## config.mk

```make
export PLATFORM = sky130hd
export DESIGN_NAME = double_sqrt_bit_serial
export DESIGN_NICKNAME = d
export VERILOG_FILES = /design/src/design/dsqrt_pkg.sv /design/src/design/dsqrt_datapath.sv /design/src/design/dsqrt_ctrl.sv /design/src/design/double_sqrt_bit_serial.sv
export SDC_FILE = /design/constraint.sdc
export NUM_CORES = 1
export LEC_CHECK = 0
export ABC_AREA = 1
export BUFFER_PORTS_ARGS = -buffer_cell sky130_fd_sc_hd__buf_2
export CORE_MARGIN = 2
export CORE_UTILIZATION = 50
export DETAILED_ROUTE_END_ITERATION = 10
export PLACE_DENSITY = 0.68
export SLEW_MARGIN = 40
export SYNTH_ARGS = -nofsm -noshare
export SYNTH_HDL_FRONTEND = slang
export SYNTH_SLANG_ARGS = --single-unit
export TNS_END_PERCENT = 10
```

## constraint.sdc

```tcl
create_clock -name clk_i -period 7.01 [get_ports clk_i]
set_input_delay 0 -clock clk_i [delete_from_list [all_inputs] [get_ports clk_i]]
set_output_delay 0 -clock clk_i [all_outputs]
set_load 0.005 [all_outputs]
```

## src/design/dsqrt_pkg.sv

```systemverilog
// Package with shared types and constants for the bit-serial double square root.
package dsqrt_pkg;

  localparam logic [1:0] RmNearest = 2'd0;
  localparam logic [1:0] RmZero    = 2'd1;
  localparam logic [1:0] RmDown    = 2'd2;
  localparam logic [1:0] RmUp      = 2'd3;

  localparam logic [63:0] CanonNan = 64'h7FF8_0000_0000_0000;
  localparam logic [63:0] QuietBit = 64'h0008_0000_0000_0000;
  localparam int unsigned RootBits = 54;
  localparam logic [10:0] ExpBias  = 11'd1023;

  // Commands from the controller to the datapath.
  typedef struct packed {
    logic load;    // capture the operand and classify it
    logic norm;    // one step of subnormal normalization
    logic align;   // make the exponent even
    logic iter;    // one root bit of the recurrence
    logic round;   // form the final result
  } dsqrt_cmd_t;

  // Status from the datapath to the controller.
  typedef struct packed {
    logic special;  // result already known after load
    logic normed;   // hidden bit is set
    logic last;     // final root bit being produced
  } dsqrt_sts_t;

endpackage

```

## src/design/dsqrt_datapath.sv

```systemverilog
// Datapath of the square root: classification, normalization, recurrence and rounding.
module dsqrt_datapath (
  input  logic                  clk_i,
  input  logic                  rst_ni,
  input  dsqrt_pkg::dsqrt_cmd_t cmd_i,
  output dsqrt_pkg::dsqrt_sts_t sts_o,
  input  logic [63:0]           operand_bits_i,
  input  logic [1:0]            rounding_mode_i,
  output logic [63:0]           root_bits_o,
  output logic                  invalid_flag_o,
  output logic                  inexact_flag_o
);

  localparam logic [10:0] ExpBiasW = dsqrt_pkg::ExpBias;

  logic [53:0] mant_q, mant_d;
  logic [55:0] rem_q, rem_d;
  logic [53:0] root_q, root_d;
  logic [12:0] exp_q, exp_d;   // signed unbiased exponent
  logic [5:0]  cnt_q, cnt_d;
  logic [63:0] res_q, res_d;
  logic        inv_q, inv_d, inx_q, inx_d, spec_q, spec_d;

  logic [10:0] efield;
  logic [51:0] frac;
  logic [55:0] rem_sh, trial;
  logic [52:0] sig;
  logic        rbit, sticky, inexact, inc;
  logic [12:0] half_e;

  assign efield = operand_bits_i[62:52];
  assign frac   = operand_bits_i[51:0];
  assign rem_sh = {rem_q[53:0], mant_q[53:52]};
  assign trial  = {root_q[53:0], 2'b01};
  assign sig    = root_q[53:1];
  assign rbit   = root_q[0];
  assign sticky = rem_q != '0;
  assign inexact = rbit | sticky;
  assign half_e = {exp_q[12], exp_q[12:1]};

  always_comb begin
    case (rounding_mode_i)
      dsqrt_pkg::RmNearest: inc = rbit & (sticky | sig[0]);
      dsqrt_pkg::RmUp:      inc = inexact;
      default:              inc = 1'b0;
    endcase
  end

  // Next-state logic, one command at a time.
  always_comb begin
    mant_d = mant_q; rem_d = rem_q; root_d = root_q; exp_d = exp_q;
    cnt_d = cnt_q; res_d = res_q; inv_d = inv_q; inx_d = inx_q; spec_d = spec_q;
    if (cmd_i.load) begin
      inv_d = 1'b0; inx_d = 1'b0; spec_d = 1'b1; res_d = operand_bits_i;
      rem_d = '0; root_d = '0; cnt_d = '0;
      mant_d = {1'b0, (efield != 11'd0), frac};
      exp_d = (efield == 11'd0) ? (13'd1 - {2'b0, ExpBiasW})
                                : ({2'b0, efield} - {2'b0, ExpBiasW});
      if (efield == 11'h7FF) begin
        if (frac != '0) res_d = operand_bits_i | dsqrt_pkg::QuietBit;
        else if (operand_bits_i[63]) begin
          res_d = dsqrt_pkg::CanonNan; inv_d = 1'b1;
        end
      end else if (operand_bits_i[62:0] == '0) begin
        res_d = operand_bits_i;
      end else if (operand_bits_i[63]) begin
        res_d = dsqrt_pkg::CanonNan; inv_d = 1'b1;
      end else begin
        spec_d = 1'b0;
      end
    end
    if (cmd_i.norm) begin
      mant_d = {mant_q[52:0], 1'b0};
      exp_d  = exp_q - 13'd1;
    end
    if (cmd_i.align && exp_q[0]) begin
      mant_d = {mant_q[52:0], 1'b0};
      exp_d  = exp_q - 13'd1;
    end
    if (cmd_i.iter) begin
      mant_d = {mant_q[51:0], 2'b00};
      cnt_d  = cnt_q + 6'd1;
      if (rem_sh >= trial) begin
        rem_d = rem_sh - trial; root_d = {root_q[52:0], 1'b1};
      end else begin
        rem_d = rem_sh; root_d = {root_q[52:0], 1'b0};
      end
    end
    if (cmd_i.round) begin
      res_d = ({51'b0, 13'(half_e + 13'(dsqrt_pkg::ExpBias))} << 52)
            + {12'b0, sig[51:0]} + {63'b0, inc};
      inx_d = inexact;
    end
  end

  always_ff @(posedge clk_i or negedge rst_ni) begin
    if (!rst_ni) begin
      cnt_q <= '0;
      spec_q <= 1'b0;
    end else begin
      cnt_q <= cnt_d;
      spec_q <= spec_d;
    end
  end

  always_ff @(posedge clk_i) begin
    mant_q <= mant_d; rem_q <= rem_d; root_q <= root_d; exp_q <= exp_d;
    res_q <= res_d; inv_q <= inv_d; inx_q <= inx_d;
  end

  assign sts_o.special = spec_q;
  assign sts_o.normed  = mant_q[52];
  assign sts_o.last    = cnt_q == 6'(dsqrt_pkg::RootBits - 1);
  assign root_bits_o    = res_q;
  assign invalid_flag_o = inv_q;
  assign inexact_flag_o = inx_q;

endmodule

```

## src/design/dsqrt_ctrl.sv

```systemverilog
// Controller state machine sequencing the square-root datapath.
module dsqrt_ctrl (
  input  logic                  clk_i,
  input  logic                  rst_ni,
  input  logic                  in_valid_i,
  output logic                  in_ready_o,
  output logic                  out_valid_o,
  input  logic                  out_ready_i,
  input  dsqrt_pkg::dsqrt_sts_t sts_i,
  output dsqrt_pkg::dsqrt_cmd_t cmd_o
);

  localparam logic [2:0] StIdle  = 3'd0;
  localparam logic [2:0] StClass = 3'd1;
  localparam logic [2:0] StNorm  = 3'd2;
  localparam logic [2:0] StIter  = 3'd3;
  localparam logic [2:0] StRound = 3'd4;
  localparam logic [2:0] StOut   = 3'd5;

  logic [2:0] state_q, state_d;

  // The input is free once the previous result has been taken.
  assign in_ready_o  = (state_q == StIdle);
  assign out_valid_o = (state_q == StOut);

  always_comb begin
    state_d = state_q;
    cmd_o = '0;
    case (state_q)
      StIdle: if (in_valid_i) begin
        cmd_o.load = 1'b1; state_d = StClass;
      end
      StClass: state_d = sts_i.special ? StOut : StNorm;
      StNorm: begin
        if (sts_i.normed) begin
          cmd_o.align = 1'b1; state_d = StIter;
        end else begin
          cmd_o.norm = 1'b1;
        end
      end
      StIter: begin
        cmd_o.iter = 1'b1;
        if (sts_i.last) state_d = StRound;
      end
      StRound: begin
        cmd_o.round = 1'b1; state_d = StOut;
      end
      StOut: if (out_ready_i) state_d = StIdle;
      default: state_d = StIdle;
    endcase
  end

  always_ff @(posedge clk_i or negedge rst_ni) begin
    if (!rst_ni) state_q <= StIdle;
    else state_q <= state_d;
  end

endmodule

```

## src/design/double_sqrt_bit_serial.sv

```systemverilog
// Top level of the bit-serial IEEE double square root.
//
//  channel  | handshake                 | payload
//  ---------+---------------------------+-------------------------------------
//  input    | in_valid_i / in_ready_o   | operand_bits_i
//  output   | out_valid_o / out_ready_i | root_bits_o, invalid_flag_o, inexact_flag_o
//  config   | cfg_we_i                  | cfg_wdata_i (rounding mode)
//
// From accepting the beat to output valid, a normal operand is classified, aligned once,
// run through the recurrence for 54 root bits (one per step) and rounded.
// A subnormal is first normalised, one shift per leading zero of its fraction plus one.
// Special cases go from classification straight to output valid.
// One item is in flight at a time; the next beat is accepted once the result is taken.
// Reset clears the controller and sets the rounding mode to nearest even.
module double_sqrt_bit_serial (
  input  logic        clk_i,
  input  logic        rst_ni,
  input  logic        cfg_we_i,
  input  logic [1:0]  cfg_wdata_i,
  input  logic        in_valid_i,
  output logic        in_ready_o,
  input  logic [63:0] operand_bits_i,
  output logic        out_valid_o,
  input  logic        out_ready_i,
  output logic [63:0] root_bits_o,
  output logic        invalid_flag_o,
  output logic        inexact_flag_o
);

  logic [1:0] rmode_q;
  dsqrt_pkg::dsqrt_cmd_t cmd;
  dsqrt_pkg::dsqrt_sts_t sts;

  // Rounding mode register.
  always_ff @(posedge clk_i or negedge rst_ni) begin
    if (!rst_ni) rmode_q <= dsqrt_pkg::RmNearest;
    else if (cfg_we_i) rmode_q <= cfg_wdata_i;
  end

  dsqrt_ctrl u_ctrl (
    .clk_i, .rst_ni, .in_valid_i, .in_ready_o, .out_valid_o, .out_ready_i,
    .sts_i(sts), .cmd_o(cmd)
  );

  dsqrt_datapath u_dp (
    .clk_i, .rst_ni, .cmd_i(cmd), .sts_o(sts), .operand_bits_i,
    .rounding_mode_i(rmode_q), .root_bits_o, .invalid_flag_o, .inexact_flag_o
  );

endmodule

```

Yosys cells after proc, flatten, opt, wreduce, memory -nomap -nowiden
Cells that the tools add are included.
{"block": "word_totals", "mem_count": 0, "output_inout_bits": 68, "wordCells": 94, "input_bits": 71, "mem_bits_ro": 0, "ramBits": 0, "register_bits": 255, "latch_bits": 0}
{"block": "classes", "n_lt_le_gt_ge": 1, "mux": 44, "n_eq_ne": 12, "n_div": 0, "shift": 0, "addsub": 7, "mul": 0, "bitwise": 3, "n_reduce_logical": 14}
{"op": "2-to-1 mux 54 bit", "count": 6}
{"op": "2-to-1 mux 64 bit", "count": 5}
{"op": "2-to-1 mux 56 bit", "count": 3}
{"op": "adder 64 x 1 -> 64 bit", "count": 1}
{"op": "adder 64 x 52 -> 64 bit", "count": 1}
{"op": "zero test 63 bit", "count": 1}
{"op": "2-to-1 mux 63 bit", "count": 1}
{"op": "greater-or-equal comparator 56 bit", "count": 1}
{"op": "nonzero test 56 bit", "count": 1}
{"op": "subtractor 56 bit", "count": 1}
{"op": "2-to-1 mux 13 bit", "count": 4}
{"op": "nonzero test 52 bit", "count": 1}
{"op": "case mux 3 bit (6 select lines)", "count": 1}
{"op": "2-to-1 mux 1 bit", "count": 15}
{"op": "2-to-1 mux 3 bit", "count": 5}
{"op": "subtractor 13 x 1 -> 13 bit, second input constant", "count": 1}
{"op": "adder 12 x 11 -> 12 bit, second input constant", "count": 1}
{"op": "2-to-1 mux 6 bit", "count": 2}
{"op": "subtractor 11 x 10 -> 12 bit, second input constant", "count": 1}
{"op": "equality test 11 bit, second input constant", "count": 1}
{"op": "zero test 11 bit", "count": 1}
{"op": "nonzero test 11 bit", "count": 1}
{"op": "adder 6 x 1 -> 6 bit, second input constant", "count": 1}
{"op": "equality test 3 x 2 -> 1 bit, second input constant", "count": 2}
{"op": "18 further kinds", "count": 23}

Depth between registers and ports, before layout
Gate-level depths: netlist (run 1).
{"block": "logic_depth", "ltp_word": 6, "depth_mapped": 22, "depth_no_buf": 22}

Hierarchy
A second synthesis (run 1) with hierarchy kept.
{"block": "unflattened", "hier_cells": 2777, "hier_area_um2": 19511.2}
{"module": "dsqrt_datapath", "area_per_inst_um2": 19149.6, "cells_each": 2721, "instances": 1, "seq_area_each_um2": 7452.1}
{"module": "dsqrt_ctrl", "area_per_inst_um2": 285.3, "cells_each": 47, "instances": 1, "seq_area_each_um2": 75.1}
{"module": "double_sqrt_bit_serial", "area_per_inst_um2": 76.3, "cells_each": 9, "instances": 1, "seq_area_each_um2": 50.0}

Worst setup path after synthesis (run 1)
OpenSTA, ideal clock, no wires.
{"block": "synth_timing", "path_kind": "register -> register", "from": "register u_ctrl.state_q[0]", "to": "register u_dp.rem_q[0] (enable)", "path_stages_with_launch": 6, "n_path_buf": 1, "t_required_ps": 6535, "t_arrival_ps": 3441, "setup_time_ps": 475, "slack_ps": 3093, "synth_period_minus_slack_ps": 3917, "cell_sequence": "dfrtp_1 inv_1 nor3_2 inv_2 clkbuf_1 nand2_1"}
{"block": "synth_via", "elab_chain_cells": 3, "elab_cells_between_ends": 5, "cone_classes": "1 x eq/ne; 2 x mux; 2 x reduce/logical"}
{"element": "start, declared", "line": "dsqrt_ctrl.sv:20", "source": "logic [2:0] state_q, state_d;"}
{"element": "start signal, assigned", "line": "dsqrt_ctrl.sv:54", "source": "if (!rst_ni) state_q <= StIdle;"}
{"element": "start signal, assigned", "line": "dsqrt_ctrl.sv:55", "source": "else state_q <= state_d;"}
{"element": "equality test 3 x 2 -> 1 bit or zero test 3 bit (tied branches)", "line": "dsqrt_ctrl.sv:29", "source": "case (state_q)"}
{"element": "2-to-1 mux 1 bit", "line": "dsqrt_ctrl.sv:29"}
{"element": "nonzero test 2 bit (no source line) (*)"}
{"element": "end signal, assigned", "line": "dsqrt_datapath.sv:107", "source": "mant_q <= mant_d; rem_q <= rem_d; root_q <= root_d; exp_q <= exp_d;"}
{"element": "end, declared", "line": "dsqrt_datapath.sv:17", "source": "logic [55:0] rem_q, rem_d;"}
Every way passes the cells marked *; elsewhere a longest branch is shown, timed or not.
A chain may end at the register's enable or synchronous reset.

Worst setup path after layout (run 1)
{"block": "layout_timing", "from": "register u_ctrl.state_q[2]", "to": "register u_dp.exp_q[8] (data pin)"}
{"block": "layout_via", "elab_chain_cells": 4, "elab_cells_between_ends": 5, "cone_classes": "1 x eq/ne; 3 x mux; 1 x reduce/logical"}
{"element": "equality test 3 x 2 -> 1 bit (*)", "line": "dsqrt_ctrl.sv:29"}
{"element": "2-to-1 mux 2 bit (*)", "line": "dsqrt_ctrl.sv:29"}
{"element": "2-to-1 mux 13 bit or logical AND 1 bit (tied branches)", "line": "dsqrt_datapath.sv:72, dsqrt_datapath.sv:76"}
{"element": "2-to-1 mux 13 bit (*)", "line": "dsqrt_datapath.sv:76", "source": "if (cmd_i.align && exp_q[0]) begin"}
{"element": "via u_dp.exp_d[8]", "line": "dsqrt_datapath.sv:19", "source": "logic [12:0] exp_q, exp_d;"}
{"element": "end signal, assigned", "line": "dsqrt_datapath.sv:107"}
{"element": "end, declared", "line": "dsqrt_datapath.sv:19"}
The timed path passes the listed nets; every way through them passes the cells marked *.

==> results.cfg, run 1 <==
[outcome]
outcome = finished clean

[grt]
grt_first_pass_wirelength_um = 97400
grt_max_degree = 90
grt_antenna_before_repair = 1
grt_pass1_vias = 18056
grt_usage_pct = 31.6
gr-total-overflow = 0

[logic_synthesis]
synth.top_cell.area_share_pct = 37.7
synth_top_cell_by_area = edfxtp_1
syn_inst = 2786
ys_warn_count = 0
avgSynthCellArea_um2 = 6.89
syn_nets = 2924
synth_cell_types = 44
yosysSeqAreaShare_pct = 39.5
ys_top_cells_by_area = edfxtp_1 38%, nand2_1 17%, inv_1 8.5%
syn_area_um2 = 19200
ys_ff_latch = 255

[die]
die_x_um = 200
ios = 139
rows = 71
die_h_um = 200
die_area_um2 = 39900
coreArea_um2 = 37800
initial_core_util_pct = 50.8

[clock_tree]
clock_sinks = 255
clk_pin_slew_ps = 60
cts_setup_buffers = 0
cts_tree = yes
cts-root-buf = clkbuf_16
clk_path_buf_depth = 3
clk_latency_ps = 570
htreeDepth = 1
ctsResizeCount = 0
cts_inserted_buffers = 29

[sta]
hold_viol = 0
fin_skew_ps = 20.8
setup_ws_ps = 3100
setup_tns_ps = 0
max_slew.worst_pin.slew_ps = 885
finalSetupViolations = 0
max_freq_mhz = 255
slew-limit-headroom_pct = 40.6
fin_crit_ps = 3910
drv_slew = 0
rsz0062_at_grt = false
fin_crit_sh_pct = 55.8

[routing]
drt_first_pass_iters = 6
detail-route-antenna-nets = 0
drt_iter0_drc = 1698
wl_per_cell_um = 18.1
drc_errors = 0
drt_wl_total_um = 63500
vias = 19296
vias_per_cell = 5.50

[cells_and_area]
final_area_um2 = 22000
syn2layout_area_growth_pct = 14.9
fin_nets = 3115
drive_above_1_share_pct = 8.17
final_util_pct = 58.4
num_antenna_cells = 0

[setup_path]
cp-start-kind = flip-flop
cp_max_fo = 51
worst_ep_required_time_ps = 7430
cp.arrival_ps = 4340
endpoint_kind = flip-flop
path_class = flip-flop to flip-flop

[job]
drv_cap = 0

[place]
postPlaceCellArea_um2 = 20300
routabilityCongestion = 1.03
hpwl_um = 48200
portBuffers = 138
post-place-ws_ps = 3220

[power_and_ir_drop]
p_leak_nw = 10.5
irDropWorstVdd_mv = 0.299
powerDensity_nw_per_um2 = 526
power.total_mw = 11.6

[worst_hold_path]
hold_class = input pin to flip-flop
## worst paths after layout
path,start,to,slack [ps],cells past startpoint
setup / recovery,u_ctrl.state_q[2]$_DFFE_PN0P_,u_dp.exp_q[8]$_DFFE_PP_,3100,10
hold / removal,cfg_we_i,rmode_q[1]$_DFFE_PN0P_,250,3
setup reg to reg,u_ctrl.state_q[2]$_DFFE_PN0P_,u_dp.exp_q[8]$_DFFE_PP_,3100,10
hold reg to reg,u_dp.mant_q[0]$_SDFFE_PP0P_,u_dp.mant_q[0]$_SDFFE_PP0P_,500,2
max in group asynchronous,rst_ni,rmode_q[0]$_DFFE_PN0P_,5960,3
min in group asynchronous,rst_ni,u_dp.cnt_q[5]$_DFFE_PN0P_,590,3
## repair_timing
action                                  in CTS  in global routing
endpoints found under the setup margin       0                  0
hold buffers                                75                  0
hold endpoints to repair                   139                  0
## layer usage
metal,up-vias,share of wire [%],track usage (%)
li1,9354,-,-
met1,8896,44,45.3
met2,940,43,49.8
met3,104,9.5,4.00
met4,2,3.0,10.2
met5,-,0.019,0
## cells in the mapped netlist, drive strengths merged
cell type  count
nand2        889
inv          442
nor2         410
edfxtp       241
nand3        148
a21oi        118
o21ai        116
o22ai         68
ha            67
xor2          48
nand4         47
nor3          46
buf           38
clkbuf        26
xnor2         23
nor4          13
dfrtp         12
nand3b         8
a31oi          4
o21bai         4
and2           3
o31ai          3
a32oi          2
dfxtp          2
o21a           2
or2            2
a22oi          1
clkinv         1
o32ai          1
o41ai          1
## kinds of logic after synthesis
kind of cell | synth area share, %
flip-flops | 39.5
buffers and inverters | 10.1
adder cells (fa/ha/maj) | 4.37
AO/OA/AOI/OAI | 9.03
AND/OR/NAND/NOR | 33.7
XOR/XNOR | 3.24
## cell usage in the layout, fill, tap and decap left out, drive strengths merged, types with 3 or more instances in the layout
cell type	n
nand2	889
inv	445
nor2	410
edfxtp	241
nand3	148
buf	148
a21oi	118
o21ai	116
dlygate4sd3	75
o22ai	68
ha	67
xor2	48
nand4	47
nor3	46
clkbuf	38
xnor2	23
nor4	13
dfrtp	12
clkinv	9
nand3b	8
o21bai	4
a31oi	4
and2	3
o31ai	3
## sequential cells by signal, indices dropped and copies added (netlist names)
signal	count
rmode_q	2
u_ctrl.state_q	3
u_dp.cnt_q	6
u_dp.exp_q	13
u_dp.inexact_flag_o	1
u_dp.invalid_flag_o	1
u_dp.mant_q	54
u_dp.rem_q	56
u_dp.root_bits_o	64
u_dp.root_q	54
u_dp.spec_q	1
## cell type report
| class | instances | area [µm²] |
|---|---|---|
| multi-input combinational | 2024 | 9680 |
| fill | 3574 | 15700 |
| clock buffer | 37 | 786 |
| inverter | 443 | 1670 |
| clock inverter | 15 | 146 |
| tap | 511 | 639 |
| timing repair buffer | 224 | 1540 |
| sequential | 255 | 7580 |
## through the flow
step | instances | hold slack, ps
after CTS | 3508 | 179
after global placement | 3381 | -78.2
after floorplan | 2786 | -296
final | 3509 | 249
after detailed placement | 3381 | -73.3
after global routing | 3509 | 232
## critical path, cell delays in order, from the launching register on
cell     delay (ps)
dfrtp_1         440
inv_1           190
nand3_1         350
nor3_1          800
inv_1           130
nand2_1         550
inv_1           320
buf_4           370
o21ai_0         300
o21ai_0         220
inv_1            90
## power by group
| group | switching [mW] | leakage, nW | internal [mW] |
|---|---|---|---|
| clock | 0.639 | 0.458 | 0.868 |
| combinational | 4.78 | 7.51 | 2.07 |
| sequential | 0.509 | 2.49 | 2.73 |
| total | 5.93 | 10.5 | 5.67 |
Power figures use the tool's default switching activity.
==> inputs of run 2 (changes only) <==
clock period = 3.65 ns   (was 7.01 ns; I/O delays follow)
==> results.cfg, run 2 (synthesis results as in run 1) <==
[routing]
drt_iter0_drc = 1801
wl_per_cell_um = 18.4
drc_errors = 0
drt_first_pass_iters = 5
vias = 19267
vias_per_cell = 5.46
detail-route-antenna-nets = 0
drt_wl_total_um = 64800

[setup_path]
endpoint_kind = flip-flop
worst_ep_required_time_ps = 3960
cp_max_fo = 5
path_class = flip-flop to flip-flop
cp.arrival_ps = 3630
cp-start-kind = flip-flop

[cells_and_area]
final_common_cell = nand2_1
final_cell_mix = 883 x nand2_1, 431 x inv_1, 388 x nor2_1, 241 x edfxtp_1, 142 x nand3_1
syn2layout_area_growth_pct = 16.1
fillers = 3541
largest_register_ffs = 64
drive_above_1_share_pct = 8.71
multi_input_area_um2 = 9700
num_antenna_cells = 0
register_area_um2 = 7580
final_area_um2 = 22300
fin_nets = 3134
fin_cells = 3529

[clock_tree]
clk_pin_slew_ps = 60
cts-root-buf = clkbuf_16
htreeDepth = 1
cts_tree = yes
clk_path_buf_depth = 3
cts_inserted_buffers = 29
clock_sinks = 255
clk_latency_ps = 580
cts_setup_buffers = 0

[sta]
slew-limit-headroom_pct = 51.2
fin_skew_ps = 32.1
rsz0062_at_grt = true
finalSetupViolations = 0
max_freq_mhz = 301
hold_viol = 0
max_slew.worst_pin.slew_ps = 730
fin_crit_ps = 3330
drv_slew = 0
fin_crit_sh_pct = 91.1

[grt]
use_met3_pct = 3.46
grt_busiest_layer = met2
grt_usage_pct = 32.1
gr-total-overflow = 0
grt_pass1_vias = 17999
globalRouteMet1Util_pct = 46.6
grt_max_degree = 57
grt_first_pass_wirelength_um = 98700
globalRouteMet2Util_pct = 50.7
grt_antenna_before_repair = 0

[die]
coreArea_um2 = 37800
die_h_um = 200
die_x_um = 200
die_area_um2 = 39900
initial_core_util_pct = 50.8
rows = 71
ios = 139

[power_and_ir_drop]
irDropWorstVdd_mv = 0.663
power.share.clock_pct = 12.7
power_frac_comb_pct = 60.2
internal_power_mw = 11.3
p_switching_mw = 11.6
powerDensity_nw_per_um2 = 1030
p_seq_share_pct = 27.1
p_leak_nw = 10.6
swShare_pct = 50.8

[job]
drv_cap = 0

[place]
hpwl_um = 50500
routabilityCongestion = 1.01
portBuffers = 138
postPlaceCellArea_um2 = 20600
dp.cells = 3401

[outcome]
outcome = finished clean

[worst_hold_path]
hold_class = input pin to flip-flop
-- run 2: routing by layer --
metal,vias up,part of all wire (%)
li1,9396,-
met5,-,0
met3,97,8.6
met4,0,2.9
met2,841,43
met1,8933,45
-- run 2: layout make-up --
cell class / instances / share of cell area [%]
Timing Repair Buffer: 243 / 7.93
Tap cell: 511 / 2.87
Inverter: 443 / 7.48
Clock buffer: 34 / 3.34
Clock inverter: 19 / 0.815
Multi-Input combinational cell: 2024 / 43.5
Sequential cell: 255 / 34.0
-- run 2: stage by stage --
stage / hold WS (ps) / setup slack, ps / util (%) / power (mW) / TNS, ps
after floorplan: -296 / 610 / - / 15.2 / 0
after global placement: -80.6 / 254 / 54.5 / 19.5 / 0
after detailed placement: -74.6 / 203 / 54.5 / 19.6 / 0
after CTS: 176 / 191 / 59.0 / 22.6 / 0
after global routing: 203 / -12.4 / 59.0 / 24.7 / -29.6
final: 196 / 325 / 59.0 / 22.9 / 0
-- run 2: power by group through the flow --
| stage | logic (mW) | registers, mW | clock network [mW] |
|---|---|---|---|
| CTS | 13.5 | 6.17 | 2.93 |
| finish | 13.8 | 6.21 | 2.91 |
| floorplan | 9.17 | 6.00 | 0 |
| global route | 15.3 | 6.36 | 3.03 |
| global placement | 13.3 | 6.15 | 0 |
| detailed placement | 13.4 | 6.21 | 0 |
-- run 2: worst paths after layout --
path | from | endpoint | slack (ps) | depth (start not counted)
worst max-delay path | u_dp.rem_q[46]$_SDFFCE_PN0P_ | u_dp.root_bits_o[52]$_DFFE_PP_ | 320 | 21
min in group asynchronous | rst_ni | u_ctrl.state_q[0]$_DFFE_PN0P_ | 590 | 3
worst max register to register | u_dp.rem_q[46]$_SDFFCE_PN0P_ | u_dp.root_bits_o[52]$_DFFE_PP_ | 320 | 21
worst min register to register | u_dp.mant_q[1]$_SDFFE_PP0P_ | u_dp.mant_q[1]$_SDFFE_PP0P_ | 500 | 2
worst min-delay path | cfg_we_i | rmode_q[0]$_DFFE_PN0P_ | 200 | 3
max in group asynchronous | rst_ni | u_dp.cnt_q[4]$_DFFE_PN0P_ | 2600 | 3
-- run 2: critical path: stages (launching register included) --
cell      delay [ps]
edfxtp_1         390
nor2_1            70
nand4_1          100
nand3b_1         130
nor2_2            70
and2_1           180
nand2_1           80
nand2_1           50
a21oi_1          150
ha_1             180
ha_1             150
nand2_1           80
nor2_2           200
nand3_2          190
nor2_2           160
nand3_1          160
nor2_1           140
nand2_1          170
o21ai_0          190
nand3_1           90
o21ai_1          100
inv_1             50
-- run 2: what timing repair did --
item | in CTS | in global routing
resized for setup | 0 | 4
endpoints found under the setup margin | 0 | 5
hold buffers | 75 | 0
hold endpoints to repair | 138 | 0
==> inputs of run 3 (changes only) <==
SETUP_SLACK_MARGIN = 0.5   (was unset)
clock period = 3.5 ns   (was 3.65 ns; I/O delays follow)
==> results.cfg, run 3 (synthesis results as in run 1) <==
[die]
coreArea_um2 = 37800
die_area_um2 = 39900
die_x_um = 200
die_h_um = 200
ios = 139
rows = 71
initial_core_util_pct = 50.8

[routing]
drt_iter0_drc = 1790
vias = 19606
wl_per_cell_um = 18.6
detail-route-antenna-nets = 0
drt_wl_total_um = 66600
drt_first_pass_iters = 5
vias_per_cell = 5.48
drc_errors = 0

[grt]
grt_usage_pct = 32.9
grt_antenna_before_repair = 0
use_met3_pct = 3.78
globalRouteMet1Util_pct = 46.5
gr-total-overflow = 0
grt_first_pass_wirelength_um = 101000
grt_busiest_layer = met2
grt_max_degree = 125
grt_pass1_vias = 18387
globalRouteMet2Util_pct = 53.3

[setup_path]
cp_max_fo = 29
cp-start-kind = flip-flop
worst_ep_required_time_ps = 3820
cpPeakStageDelay_ps = 440
slowest_stage = edfxtp_1
path_class = flip-flop to flip-flop
path_cells = inv_1 > ha_1 > nand2_1 > nor2_2 > nand2_1 > inv_1 > nand4_1 > nor2_1 > nand3_1 > nand3_4 > buf_8 > nand3_1 > nand2_1 > inv_1
worst_r2r_path_depth = 14
cp.arrival_ps = 3440
timing.rr.end = u_dp.rem_q[43]$_SDFFCE_PN0P_
endpoint_kind = flip-flop
rr_startpoint = u_dp.root_q[13]$_SDFFCE_PN0P_
reg2reg_slack_ps = 380
critPathLaunch = u_dp.root_q[13]$_SDFFCE_PN0P_

[clock_tree]
cts-root-buf = clkbuf_16
clk_latency_ps = 560
clk_path_buf_depth = 3
cts_tree = yes
clk_pin_slew_ps = 60
htreeDepth = 1
cts_inserted_buffers = 30
clock_sinks = 255

[outcome]
outcome = finished clean

[cells_and_area]
fin_nets = 3179
drive_above_1_share_pct = 11.3
final_util_pct = 60.7
final_cell_mix = 872 x nand2_1, 428 x inv_1, 385 x nor2_1, 241 x edfxtp_1, 138 x buf_2
largest_register_ffs = 64
final_common_cell = nand2_1
fillers = 3454
syn2layout_area_growth_pct = 19.4
register_area_um2 = 7580
multi_input_area_um2 = 9930
num_antenna_cells = 0

[sta]
drv_slew = 0
finalSetupViolations = 0
setup_tns_ps = 0
max_freq_mhz = 320
slew-limit-headroom_pct = 48.9
fin_skew_ps = 9.96
hold_viol = 0
max_slew.worst_pin.slew_ps = 760
rsz0062_at_grt = true
setup_ws_ps = 378
fin_crit_ps = 3120
fin_crit_sh_pct = 89.2

[power_and_ir_drop]
powerDensity_nw_per_um2 = 1060
irDropWorstVdd_mv = 0.568
p_leak_nw = 10.9

[job]
drv_cap = 0

[worst_hold_path]
hold_start = cfg_we_i
holdPathStages = 3
hold_end = rmode_q[0]$_DFFE_PN0P_
hold_class = input pin to flip-flop

[place]
hpwl_um = 50600
post-place-ws_ps = 46.7
routabilityCongestion = 1.02
portBuffers = 138
[run 3: cell type report]
type / count / area share (%)
Multi-Input combinational cell: 2024 / 43.3
Sequential cell: 255 / 33.1
Timing Repair Buffer: 287 / 9.26
Inverter: 443 / 7.27
Clock buffer: 36 / 3.47
Tap cell: 511 / 2.79
Clock inverter: 19 / 0.770
[run 3: repair_timing]
| action | CTS | global route |
|---|---|---|
| hold buffers | 75 | 0 |
| setup buffers | 28 | 16 |
| cloned | 0 | 1 |
| gates resized for setup | 24 | 41 |
| pin swaps | 14 | 29 |
| hold endpoints to repair | 138 | 0 |
| setup endpoints to repair | 50 | 107 |
[run 3: worst max-delay path, delay by kind of cell, from the launching register on]
kind,cells,cell delay (ps)
flip-flops,1,440
adder cells (fa/ha/maj),1,400
buffers and inverters,4,550
AND/OR/NAND/NOR,9,1450
[run 3: per-layer routing]
metal	vias up	wire, µm
met5	-	0
met4	0	1920
met3	113	5980
met2	917	29900
met1	9081	28800
li1	9495	-
[run 3: report_power, final]
part / total, mW / switching [mW] / internal (mW)
clock network: 3.11 / 1.28 / 1.83
registers: 6.48 / 1.02 / 5.46
logic: 14.6 / 9.94 / 4.67
total: 24.2 / 12.2 / 12.0
[run 3: stage by stage]
stage | instance area, µm² | hold slack [ps] | power, mW | std cells
after floorplan | 19200 | -296 | 15.8 | 2786
after global placement | 20600 | -79.0 | 20.1 | 3400
after detailed placement | 20600 | -80.0 | 20.3 | 3400
after CTS | 22600 | 187 | 23.6 | 3558
after global routing | 22900 | 235 | 26.1 | 3575
final | 22900 | 215 | 24.2 | 3575
[run 3: worst max-delay path by stage]
stage               cells after the start                                 to
floorplan                               8  u_dp.inexact_flag_o$_SDFFCE_PN0P_
global placement                       22     u_dp.root_bits_o[52]$_DFFE_PP_
detailed placement                     22     u_dp.root_bits_o[52]$_DFFE_PP_
CTS                                    23     u_dp.root_bits_o[61]$_DFFE_PP_
global route                           21     u_dp.root_bits_o[54]$_DFFE_PP_
finish                                 14       u_dp.rem_q[43]$_SDFFCE_PN0P_
